<file path="config.mk">
export PLATFORM = sky130hd
export DESIGN_NAME = fronthaul_grant_matcher
export DESIGN_NICKNAME = d
export VERILOG_FILES = /design/src/hw/rtl/fgm_pkg.sv /design/src/hw/rtl/fgm_ctrl.sv /design/src/hw/rtl/fgm_dp.sv /design/src/hw/rtl/fronthaul_grant_matcher.sv
export VERILOG_INCLUDE_DIRS = /design/src /design/src/hw/rtl
export SDC_FILE = /design/constraint.sdc
export NUM_CORES = 1
export LEC_CHECK = 0
export BUFFER_PORTS_ARGS = -buffer_cell sky130_fd_sc_hd__buf_2
export CAP_MARGIN = 20
export CORE_UTILIZATION = 43
export DETAILED_ROUTE_END_ITERATION = 8
export GPL_TIMING_DRIVEN = 0
export PLACE_DENSITY = 0.65
export SYNTH_ARGS = -nofsm -noshare
export SYNTH_HDL_FRONTEND = slang
export SYNTH_HIERARCHICAL = 1
export SYNTH_SLANG_ARGS = --single-unit
</file>
<file path="constraint.sdc">
create_clock -name clk_i -period 14.55 [get_ports clk_i]
set_input_delay 0 -clock clk_i [delete_from_list [all_inputs] [get_ports clk_i]]
set_output_delay 0 -clock clk_i [all_outputs]
set_load 0.02 [all_outputs]
</file>
<file path="src/hw/rtl/fronthaul_grant_matcher_macros.svh">
// Assertion helpers for the grant matcher.
`ifndef FRONTHAUL_GRANT_MATCHER_MACROS_SVH
`define FRONTHAUL_GRANT_MATCHER_MACROS_SVH

// Same-cycle implication, checked on every rising edge outside reset.
`define FGM_ASSERT_IMP(label, ante, cons) \
  label: assert property (@(posedge clk_i) disable iff (!rst_ni) (ante) |-> (cons)) \
    else $error("grant matcher check failed");

// Next-cycle implication, checked on every rising edge outside reset.
`define FGM_ASSERT_NXT(label, ante, cons) \
  label: assert property (@(posedge clk_i) disable iff (!rst_ni) (ante) |=> (cons)) \
    else $error("grant matcher check failed");

`endif

</file>
<file path="src/hw/rtl/fgm_pkg.sv">
package fgm_pkg;

  // Field widths of one input item.
  localparam int unsigned FrameW = 8;
  localparam int unsigned SubW   = 4;
  localparam int unsigned SlotW  = 6;
  localparam int unsigned SymW   = 4;
  localparam int unsigned PrbW   = 10;
  localparam int unsigned NumW   = 8;
  localparam int unsigned KeyW   = FrameW + SubW + SlotW + SymW;

  // Field widths of one result item.
  localparam int unsigned CovW = 16;
  localparam int unsigned CntW = 32;

  // Packed stream widths.
  localparam int unsigned InDataW  = 40;
  localparam int unsigned OutDataW = 120;

  // Input item kinds.
  localparam logic MODE_ADD   = 1'b0;
  localparam logic MODE_CHECK = 1'b1;

  // Result status codes.
  typedef enum logic [1:0] {
    STAT_OK         = 2'd0,
    STAT_NO_GRANT   = 2'd1,
    STAT_OUT_RANGE  = 2'd2,
    STAT_TABLE_FULL = 2'd3
  } status_e;

  // Controller states.
  typedef enum logic [2:0] {
    ST_IDLE = 3'b001,
    ST_LOOK = 3'b010,
    ST_EXEC = 3'b100
  } state_e;

  // Commands from controller to datapath.
  typedef struct packed {
    logic load;
    logic look;
    logic exec;
  } cmd_t;

  // Status from datapath to controller.
  typedef struct packed {
    logic out_busy;
    logic table_full;
  } stat_t;

endpackage

</file>
<file path="src/hw/rtl/fgm_ctrl.sv">
module fgm_ctrl (
  input  logic          clk_i,
  input  logic          rst_ni,
  input  logic          in_valid_i,
  output logic          in_ready_o,
  input  fgm_pkg::stat_t stat_i,
  output fgm_pkg::cmd_t  cmd_o
);

  fgm_pkg::state_e state_q, state_d;

  // Next state and commands.
  always_comb begin
    state_d   = state_q;
    cmd_o     = '0;
    in_ready_o = 1'b0;
    case (state_q)
      fgm_pkg::ST_IDLE: begin
        in_ready_o = 1'b1;
        if (in_valid_i) begin
          cmd_o.load = 1'b1;
          state_d    = fgm_pkg::ST_LOOK;
        end
      end
      fgm_pkg::ST_LOOK: begin
        cmd_o.look = 1'b1;
        state_d    = fgm_pkg::ST_EXEC;
      end
      fgm_pkg::ST_EXEC: begin
        // Wait until the output register can take the result.
        if (!stat_i.out_busy) begin
          cmd_o.exec = 1'b1;
          state_d    = fgm_pkg::ST_IDLE;
        end
      end
      default: begin
        state_d = fgm_pkg::ST_IDLE;
      end
    endcase
  end

  // State register.
  always_ff @(posedge clk_i or negedge rst_ni) begin
    if (!rst_ni) begin
      state_q <= fgm_pkg::ST_IDLE;
    end else begin
      state_q <= state_d;
    end
  end

endmodule

</file>
<file path="src/hw/rtl/fgm_dp.sv">
module fgm_dp #(
  parameter int unsigned GRANT_ENTRIES = 16
) (
  input  logic                          clk_i,
  input  logic                          rst_ni,
  input  fgm_pkg::cmd_t                 cmd_i,
  output fgm_pkg::stat_t                stat_o,
  input  logic                          in_mode_i,
  input  logic [fgm_pkg::InDataW-1:0]   in_data_i,
  output logic                          out_valid_o,
  input  logic                          out_ready_i,
  output logic [fgm_pkg::OutDataW-1:0]  out_data_o
);

  localparam int unsigned IdxW = (GRANT_ENTRIES > 1) ? $clog2(GRANT_ENTRIES) : 1;
  localparam int unsigned EndW = fgm_pkg::PrbW + 1;

  // Captured input item.
  logic                        mode_q;
  logic [fgm_pkg::KeyW-1:0]    key_q;
  logic [fgm_pkg::PrbW-1:0]    first_q;
  logic [fgm_pkg::NumW-1:0]    num_q;

  // Grant table.
  logic [GRANT_ENTRIES-1:0]    valid_q;
  logic [fgm_pkg::KeyW-1:0]    gkey_q   [GRANT_ENTRIES];
  logic [fgm_pkg::PrbW-1:0]    gfirst_q [GRANT_ENTRIES];
  logic [fgm_pkg::NumW-1:0]    gtotal_q [GRANT_ENTRIES];
  logic [fgm_pkg::CovW-1:0]    gcov_q   [GRANT_ENTRIES];

  // Lookup results.
  logic            hit, free;
  logic [IdxW-1:0] hit_idx, free_idx;
  logic            sel_hit_q, sel_free_q;
  logic [IdxW-1:0] sel_idx_q;

  // Counters and output register.
  logic [fgm_pkg::CntW-1:0] orphan_q, rfail_q, match_q;
  logic [fgm_pkg::CntW-1:0] orphan_d, rfail_d, match_d;
  logic                     out_valid_q;
  fgm_pkg::status_e         status_q, status_d;
  logic                     done_q, done_d;
  logic [fgm_pkg::CovW-1:0] cov_out_q, cov_out_d;

  // Entry update controls.
  logic                     wr_add, wr_cov;
  logic [fgm_pkg::CovW-1:0] cov_new;
  logic [EndW-1:0]          span_end, grant_end;
  logic [fgm_pkg::PrbW-1:0] g_first;
  logic [fgm_pkg::NumW-1:0] g_total;
  logic [fgm_pkg::CovW-1:0] g_cov;

  // Input capture; key is frame, subframe, slot, symbol from high to low.
  always_ff @(posedge clk_i) begin
    if (cmd_i.load) begin
      mode_q  <= in_mode_i;
      key_q   <= {in_data_i[7:0], in_data_i[11:8], in_data_i[17:12], in_data_i[21:18]};
      first_q <= in_data_i[31:22];
      num_q   <= in_data_i[39:32];
    end
  end

  // Parallel key compare; the lowest matching and lowest free entries win.
  always_comb begin
    hit      = 1'b0;
    free     = 1'b0;
    hit_idx  = '0;
    free_idx = '0;
    for (int i = GRANT_ENTRIES - 1; i >= 0; i--) begin
      if (valid_q[i] && (gkey_q[i] == key_q)) begin
        hit     = 1'b1;
        hit_idx = IdxW'(i);
      end
      if (!valid_q[i]) begin
        free     = 1'b1;
        free_idx = IdxW'(i);
      end
    end
  end

  always_ff @(posedge clk_i) begin
    if (cmd_i.look) begin
      sel_hit_q  <= hit;
      sel_free_q <= free;
      sel_idx_q  <= hit ? hit_idx : free_idx;
    end
  end

  // Read the selected entry and form the result.
  assign g_first   = gfirst_q[sel_idx_q];
  assign g_total   = gtotal_q[sel_idx_q];
  assign g_cov     = gcov_q[sel_idx_q];
  assign span_end  = {1'b0, first_q} + {{(EndW - fgm_pkg::NumW){1'b0}}, num_q};
  assign grant_end = {1'b0, g_first} + {{(EndW - fgm_pkg::NumW){1'b0}}, g_total};
  assign cov_new   = g_cov + {{(fgm_pkg::CovW - fgm_pkg::NumW){1'b0}}, num_q};

  always_comb begin
    wr_add    = 1'b0;
    wr_cov    = 1'b0;
    status_d  = fgm_pkg::STAT_OK;
    done_d    = 1'b0;
    cov_out_d = '0;
    orphan_d  = orphan_q;
    rfail_d   = rfail_q;
    match_d   = match_q;
    if (mode_q == fgm_pkg::MODE_ADD) begin
      if (sel_hit_q || sel_free_q) begin
        wr_add = cmd_i.exec;
        done_d = (num_q == '0);
      end else begin
        status_d = fgm_pkg::STAT_TABLE_FULL;
      end
    end else if (!sel_hit_q) begin
      status_d = fgm_pkg::STAT_NO_GRANT;
      orphan_d = orphan_q + 1'b1;
    end else if ((first_q < g_first) || (span_end > grant_end)) begin
      status_d  = fgm_pkg::STAT_OUT_RANGE;
      rfail_d   = rfail_q + 1'b1;
      cov_out_d = g_cov;
      done_d    = (g_cov >= {{(fgm_pkg::CovW - fgm_pkg::NumW){1'b0}}, g_total});
    end else begin
      wr_cov    = cmd_i.exec;
      match_d   = match_q + 1'b1;
      cov_out_d = cov_new;
      done_d    = (cov_new >= {{(fgm_pkg::CovW - fgm_pkg::NumW){1'b0}}, g_total});
    end
  end

  // Table contents; written only by an executing item.
  always_ff @(posedge clk_i) begin
    if (wr_add) begin
      gkey_q[sel_idx_q]   <= key_q;
      gfirst_q[sel_idx_q] <= first_q;
      gtotal_q[sel_idx_q] <= num_q;
      gcov_q[sel_idx_q]   <= '0;
    end else if (wr_cov) begin
      gcov_q[sel_idx_q]   <= cov_new;
    end
  end

  // Valid bits and counters.
  always_ff @(posedge clk_i or negedge rst_ni) begin
    if (!rst_ni) begin
      valid_q  <= '0;
      orphan_q <= '0;
      rfail_q  <= '0;
      match_q  <= '0;
    end else begin
      if (wr_add) begin
        valid_q[sel_idx_q] <= 1'b1;
      end
      if (cmd_i.exec) begin
        orphan_q <= orphan_d;
        rfail_q  <= rfail_d;
        match_q  <= match_d;
      end
    end
  end

  // Output register.
  always_ff @(posedge clk_i or negedge rst_ni) begin
    if (!rst_ni) begin
      out_valid_q <= 1'b0;
    end else if (cmd_i.exec) begin
      out_valid_q <= 1'b1;
    end else if (out_ready_i) begin
      out_valid_q <= 1'b0;
    end
  end

  always_ff @(posedge clk_i) begin
    if (cmd_i.exec) begin
      status_q  <= status_d;
      done_q    <= done_d;
      cov_out_q <= cov_out_d;
    end
  end

  assign out_valid_o       = out_valid_q;
  assign out_data_o        = {5'b0, match_q, rfail_q, orphan_q, cov_out_q, done_q, status_q};
  assign stat_o.out_busy   = out_valid_q && !out_ready_i;
  assign stat_o.table_full = &valid_q;

endmodule

</file>
<file path="src/hw/rtl/fronthaul_grant_matcher.sv">
// Fronthaul grant matcher.
// Input stream: one item per header. tuser carries the mode (0 adds or
// replaces a control-plane grant, 1 checks a user-plane header); tdata
// carries the key and the PRB span. Output stream: one result per item
// with the status, the completion flag of the addressed grant, its
// covered PRB count and the three outcome counters.
// An accepted item is first captured; then the parallel key compare over
// all entries is registered; then the selected entry is read and updated
// and the output register is loaded. One item is in work at a time, so a
// new item is accepted only after the last one has loaded its result into
// the output register.
// The result sits in an output register; the next item is accepted while
// it waits. If the receiver stalls, the following item stops in its
// update step until the register is free, and the input is not ready.
// Reset clears all grant valid bits and the counters; no clearing pass is
// needed, and items are accepted from the first cycle after reset.
`include "fronthaul_grant_matcher_macros.svh"

module fronthaul_grant_matcher #(
  parameter int unsigned GRANT_ENTRIES = 16
) (
  input  logic                          clk_i,
  input  logic                          rst_ni,
  input  logic                          s_axis_tvalid_i,
  output logic                          s_axis_tready_o,
  // frame_no[7:0], subframe_no[11:8], slot_id[17:12], symbol_no[21:18],
  // first_prb[31:22], num_prb[39:32]
  input  logic [fgm_pkg::InDataW-1:0]   s_axis_tdata_i,
  // mode[0]
  input  logic                          s_axis_tuser_i,
  output logic                          m_axis_tvalid_o,
  input  logic                          m_axis_tready_i,
  // status[1:0], grant_done[2], covered_now[18:3], orphan_count[50:19],
  // range_fail_count[82:51], matched_count[114:83], zero fill[119:115]
  output logic [fgm_pkg::OutDataW-1:0]  m_axis_tdata_o
);

  fgm_pkg::cmd_t  cmd;
  fgm_pkg::stat_t stat;

  // Sequencing of each item.
  fgm_ctrl u_ctrl (
    .clk_i      (clk_i),
    .rst_ni     (rst_ni),
    .in_valid_i (s_axis_tvalid_i),
    .in_ready_o (s_axis_tready_o),
    .stat_i     (stat),
    .cmd_o      (cmd)
  );

  // Grant table, counters and output register.
  fgm_dp #(
    .GRANT_ENTRIES (GRANT_ENTRIES)
  ) u_dp (
    .clk_i       (clk_i),
    .rst_ni      (rst_ni),
    .cmd_i       (cmd),
    .stat_o      (stat),
    .in_mode_i   (s_axis_tuser_i),
    .in_data_i   (s_axis_tdata_i),
    .out_valid_o (m_axis_tvalid_o),
    .out_ready_i (m_axis_tready_i),
    .out_data_o  (m_axis_tdata_o)
  );

  // One item at a time: no acceptance right after an accepted item.
  `FGM_ASSERT_NXT(a_one_item, s_axis_tvalid_i && s_axis_tready_o, !s_axis_tready_o)
  // An executing item always leaves a valid result behind.
  `FGM_ASSERT_NXT(a_exec_result, cmd.exec, m_axis_tvalid_o)
  // A full-table report only occurs when every entry is in use.
  `FGM_ASSERT_IMP(a_full_real,
    m_axis_tvalid_o && (m_axis_tdata_o[1:0] == fgm_pkg::STAT_TABLE_FULL), stat.table_full)

endmodule

</file>
==> results_dict.tcl <==
set metrics [dict create \
    root_buffer "clkbuf_16" \
    status "finished with violations" \
    hold_path_class "input port to register" \
    die_height_um 329 \
    p_seq_share_pct 45.3 \
    drive_gt1_share_pct 21.3 \
    syn_to_final_growth_pct 17.7 \
    end_kind "register" \
    initial_core_util_pct 43.6 \
    antenna_found_initial 2 \
    r2r_setup_slack_ns 5.37 \
    diodes 0 \
    syn_area_sq_mm 0.0461 \
    grt_max_degree 69 \
    postLayoutCoreUtil_pct 51.3 \
    power.internal_mw 5.82 \
    violations "design-rule violations" \
    r2r-end "u_dp/gcov_q[1][6]" \
    row_count 119 \
    instances_no_fill 4651 \
    grt_remaining_overflow 0 \
    dpl.hpwl_um 80800 \
    tightest_slew_ns 1.30 \
    leakagePower_nw 19.4 \
    coreArea_sq_mm 0.106 \
    wl_per_cell_um 26.7 \
    final_common_cell "edfxtp_1" \
    cts_buffer_depth 3 \
    critPathLaunchType "register" \
    drv_slew 0 \
    fin_crit_ns 9.18 \
    fmax_ghz 0.109 \
    p_clk_share_pct 34.9 \
    setup_tns_ns 0 \
    cp_top_family "buffers and inverters" \
    crit_top_cell "buf_2" \
    drc 15 \
    synth_warnings 6 \
    vias_per_cell 5.77 \
    drtPass1Iterations 9 \
    critPathBufInv 7 \
    syn_avg_cell_area_sq_um 16.7 \
    finalHoldViolCount 0 \
    arrival_ns 9.59 \
    r2r.worst_path.cells 27 \
    grt_pass1_wl_um 180000 \
    vdd_drop_max_mv 0.129 \
    fp.dieW_um 329 \
    die_area_sq_mm 0.108 \
    finalPower_mw 8.20 \
    setup_viol 0 \
    cts_buffers 113 \
    crit_required_ns 14.96 \
    fin_crit_sh_pct 63.1 \
    gp_congestion 0.937 \
    max-slew-margin-rel_pct 13.4 \
    grt_use_total_pct 23.0 \
    ios 167 \
    io_buffers 161 \
    drv_cap 0 \
    pwr_density_cell_mw_per_mm2 151 \
    endpoint "u_dp/gcov_q[1][6]" \
    wl_um 124000 \
    cp_max_fo 11 \
    place_inst 4356 \
    pwr-share-comb_pct 19.8 \
    numClockSinks 1082 \
    drt_iter0_drc 2875 \
    slowest_delay_ns 0.85 \
    crit_type "register to register" \
    rsz0062_at_grt "false" \
    grt_pass1_vias 26846 \
    vias 26826 \
    clkTransAtPathRegs_ns 0.06 \
    syn_inst 2759 \
    htreeDepth 3 \
    p_switching_mw 2.39 \
    crit_slowest_cell "nor2_2" \
    swShare_pct 29.1 \
    antenna_left 0 \
    final_nets 3275 \
    fillers 8566 \
    cts_tree "yes" \
    insertion_delay_ns 0.70 \
    mostFrequentLayoutCells "962 x edfxtp_1, 244 x xor2_1, 237 x xnor2_1" \
    crit_cells 27 \
    fin_skew_ns 0.0229 \
]
==> metrics by stage <==
stage / setup WS [ns] / hold slack, ns / instance area [sq um]
floorplan: 7.60 / -0.296 / 46100
global placement: 4.67 / 0.176 / 48600
detailed placement: 5.40 / -0.0187 / 49600
CTS: 5.37 / 0.000541 / 54100
global route: 4.92 / 0.0120 / 54200
finish: 5.37 / 0.0419 / 54200
==> power groups by stage <==
stage | clock, mW | combinational, mW | sequential [mW]
after detailed placement | 0 | 1.58 | 3.79
after CTS | 2.91 | 1.61 | 3.72
after floorplan | 0 | 1.06 | 3.67
after global routing | 3.03 | 1.75 | 3.72
after global placement | 0 | 1.52 | 3.79
final | 2.86 | 1.62 | 3.72
==> state kept, by name, indices dropped and copies added, names as in the netlist, named ones only <==
name	cells
u_dp/sel_free_q	1
u_dp/gfirst_q	160
u_dp/gtotal_q	128
u_dp/valid_q	16
u_dp/done_q	1
u_dp/match_q	32
u_dp/sel_hit_q	1
u_ctrl/state_q	3
u_dp/cov_out_q	16
u_dp/first_q	10
u_dp/num_q	8
u_dp/mode_q	1
u_dp/gkey_q	352
u_dp/sel_idx_q	4
u_dp/rfail_q	32
u_dp/key_q	22
u_dp/status_q	2
u_dp/out_valid_o	1
u_dp/orphan_q	32
u_dp/gcov_q	256
==> worst register-to-register path: cells and delay by family, from the launching register on <==
kind | cells | cell delay [ns]
mux | 2 | 1.01
fa+ha+maj | 3 | 0.96
compound gates | 10 | 2.08
flops | 1 | 0.31
simple gates | 4 | 1.64
buf+inv | 7 | 2.68
xor+xnor | 1 | 0.20
==> area by class of cell <==
type                       count  area (sq um)  area share [%]
sequential                  1082         31900            58.8
multi-input combinational   1528         13700            25.2
clock buffer                 136          2980            5.50
timing repair buffer         286          2530            4.67
tap                         1391          1740            3.21
clock inverter                75           694            1.28
buffer                       104           533           0.984
inverter                      49           184           0.339
==> metal layers <==
metal  wire, um  track usage [%]  share of wire (%)
met1      48900             30.6                 39
met4       3580             6.93                2.9
met5          0                0                  0
met2      60500             38.0                 49
met3      11400             4.89                9.2
==> how the worst min path moves through the flow <==
stage	to	startpoint	slack [ns]	cells past startpoint
2_1_floorplan	u_ctrl/state_q[1]	rst_ni	-0.30	0
3_3_place_gp	u_dp/key_q[12]	s_axis_tdata_i[10]	0.18	1
3_5_place_dp	u_dp/orphan_q[29]	rst_ni	-0.02	1
4_1_cts	u_dp/first_q[9]	s_axis_tdata_i[31]	0.0005	2
5_1_grt	u_dp/first_q[9]	s_axis_tdata_i[31]	0.01	2
6_report	u_dp/first_q[5]	s_axis_tdata_i[27]	0.04	2
==> timing repair <==
| item | 4_1_cts | 5_1_grt |
|---|---|---|
| setup buffers | 0 | 0 |
| hold buffers | 80 | 0 |
| endpoints found under the setup margin | 0 | 0 |
| endpoints found under the hold margin | 162 | 0 |
| gates resized for setup | 0 | 0 |
No activity file was read; power rests on OpenSTA's default activity.
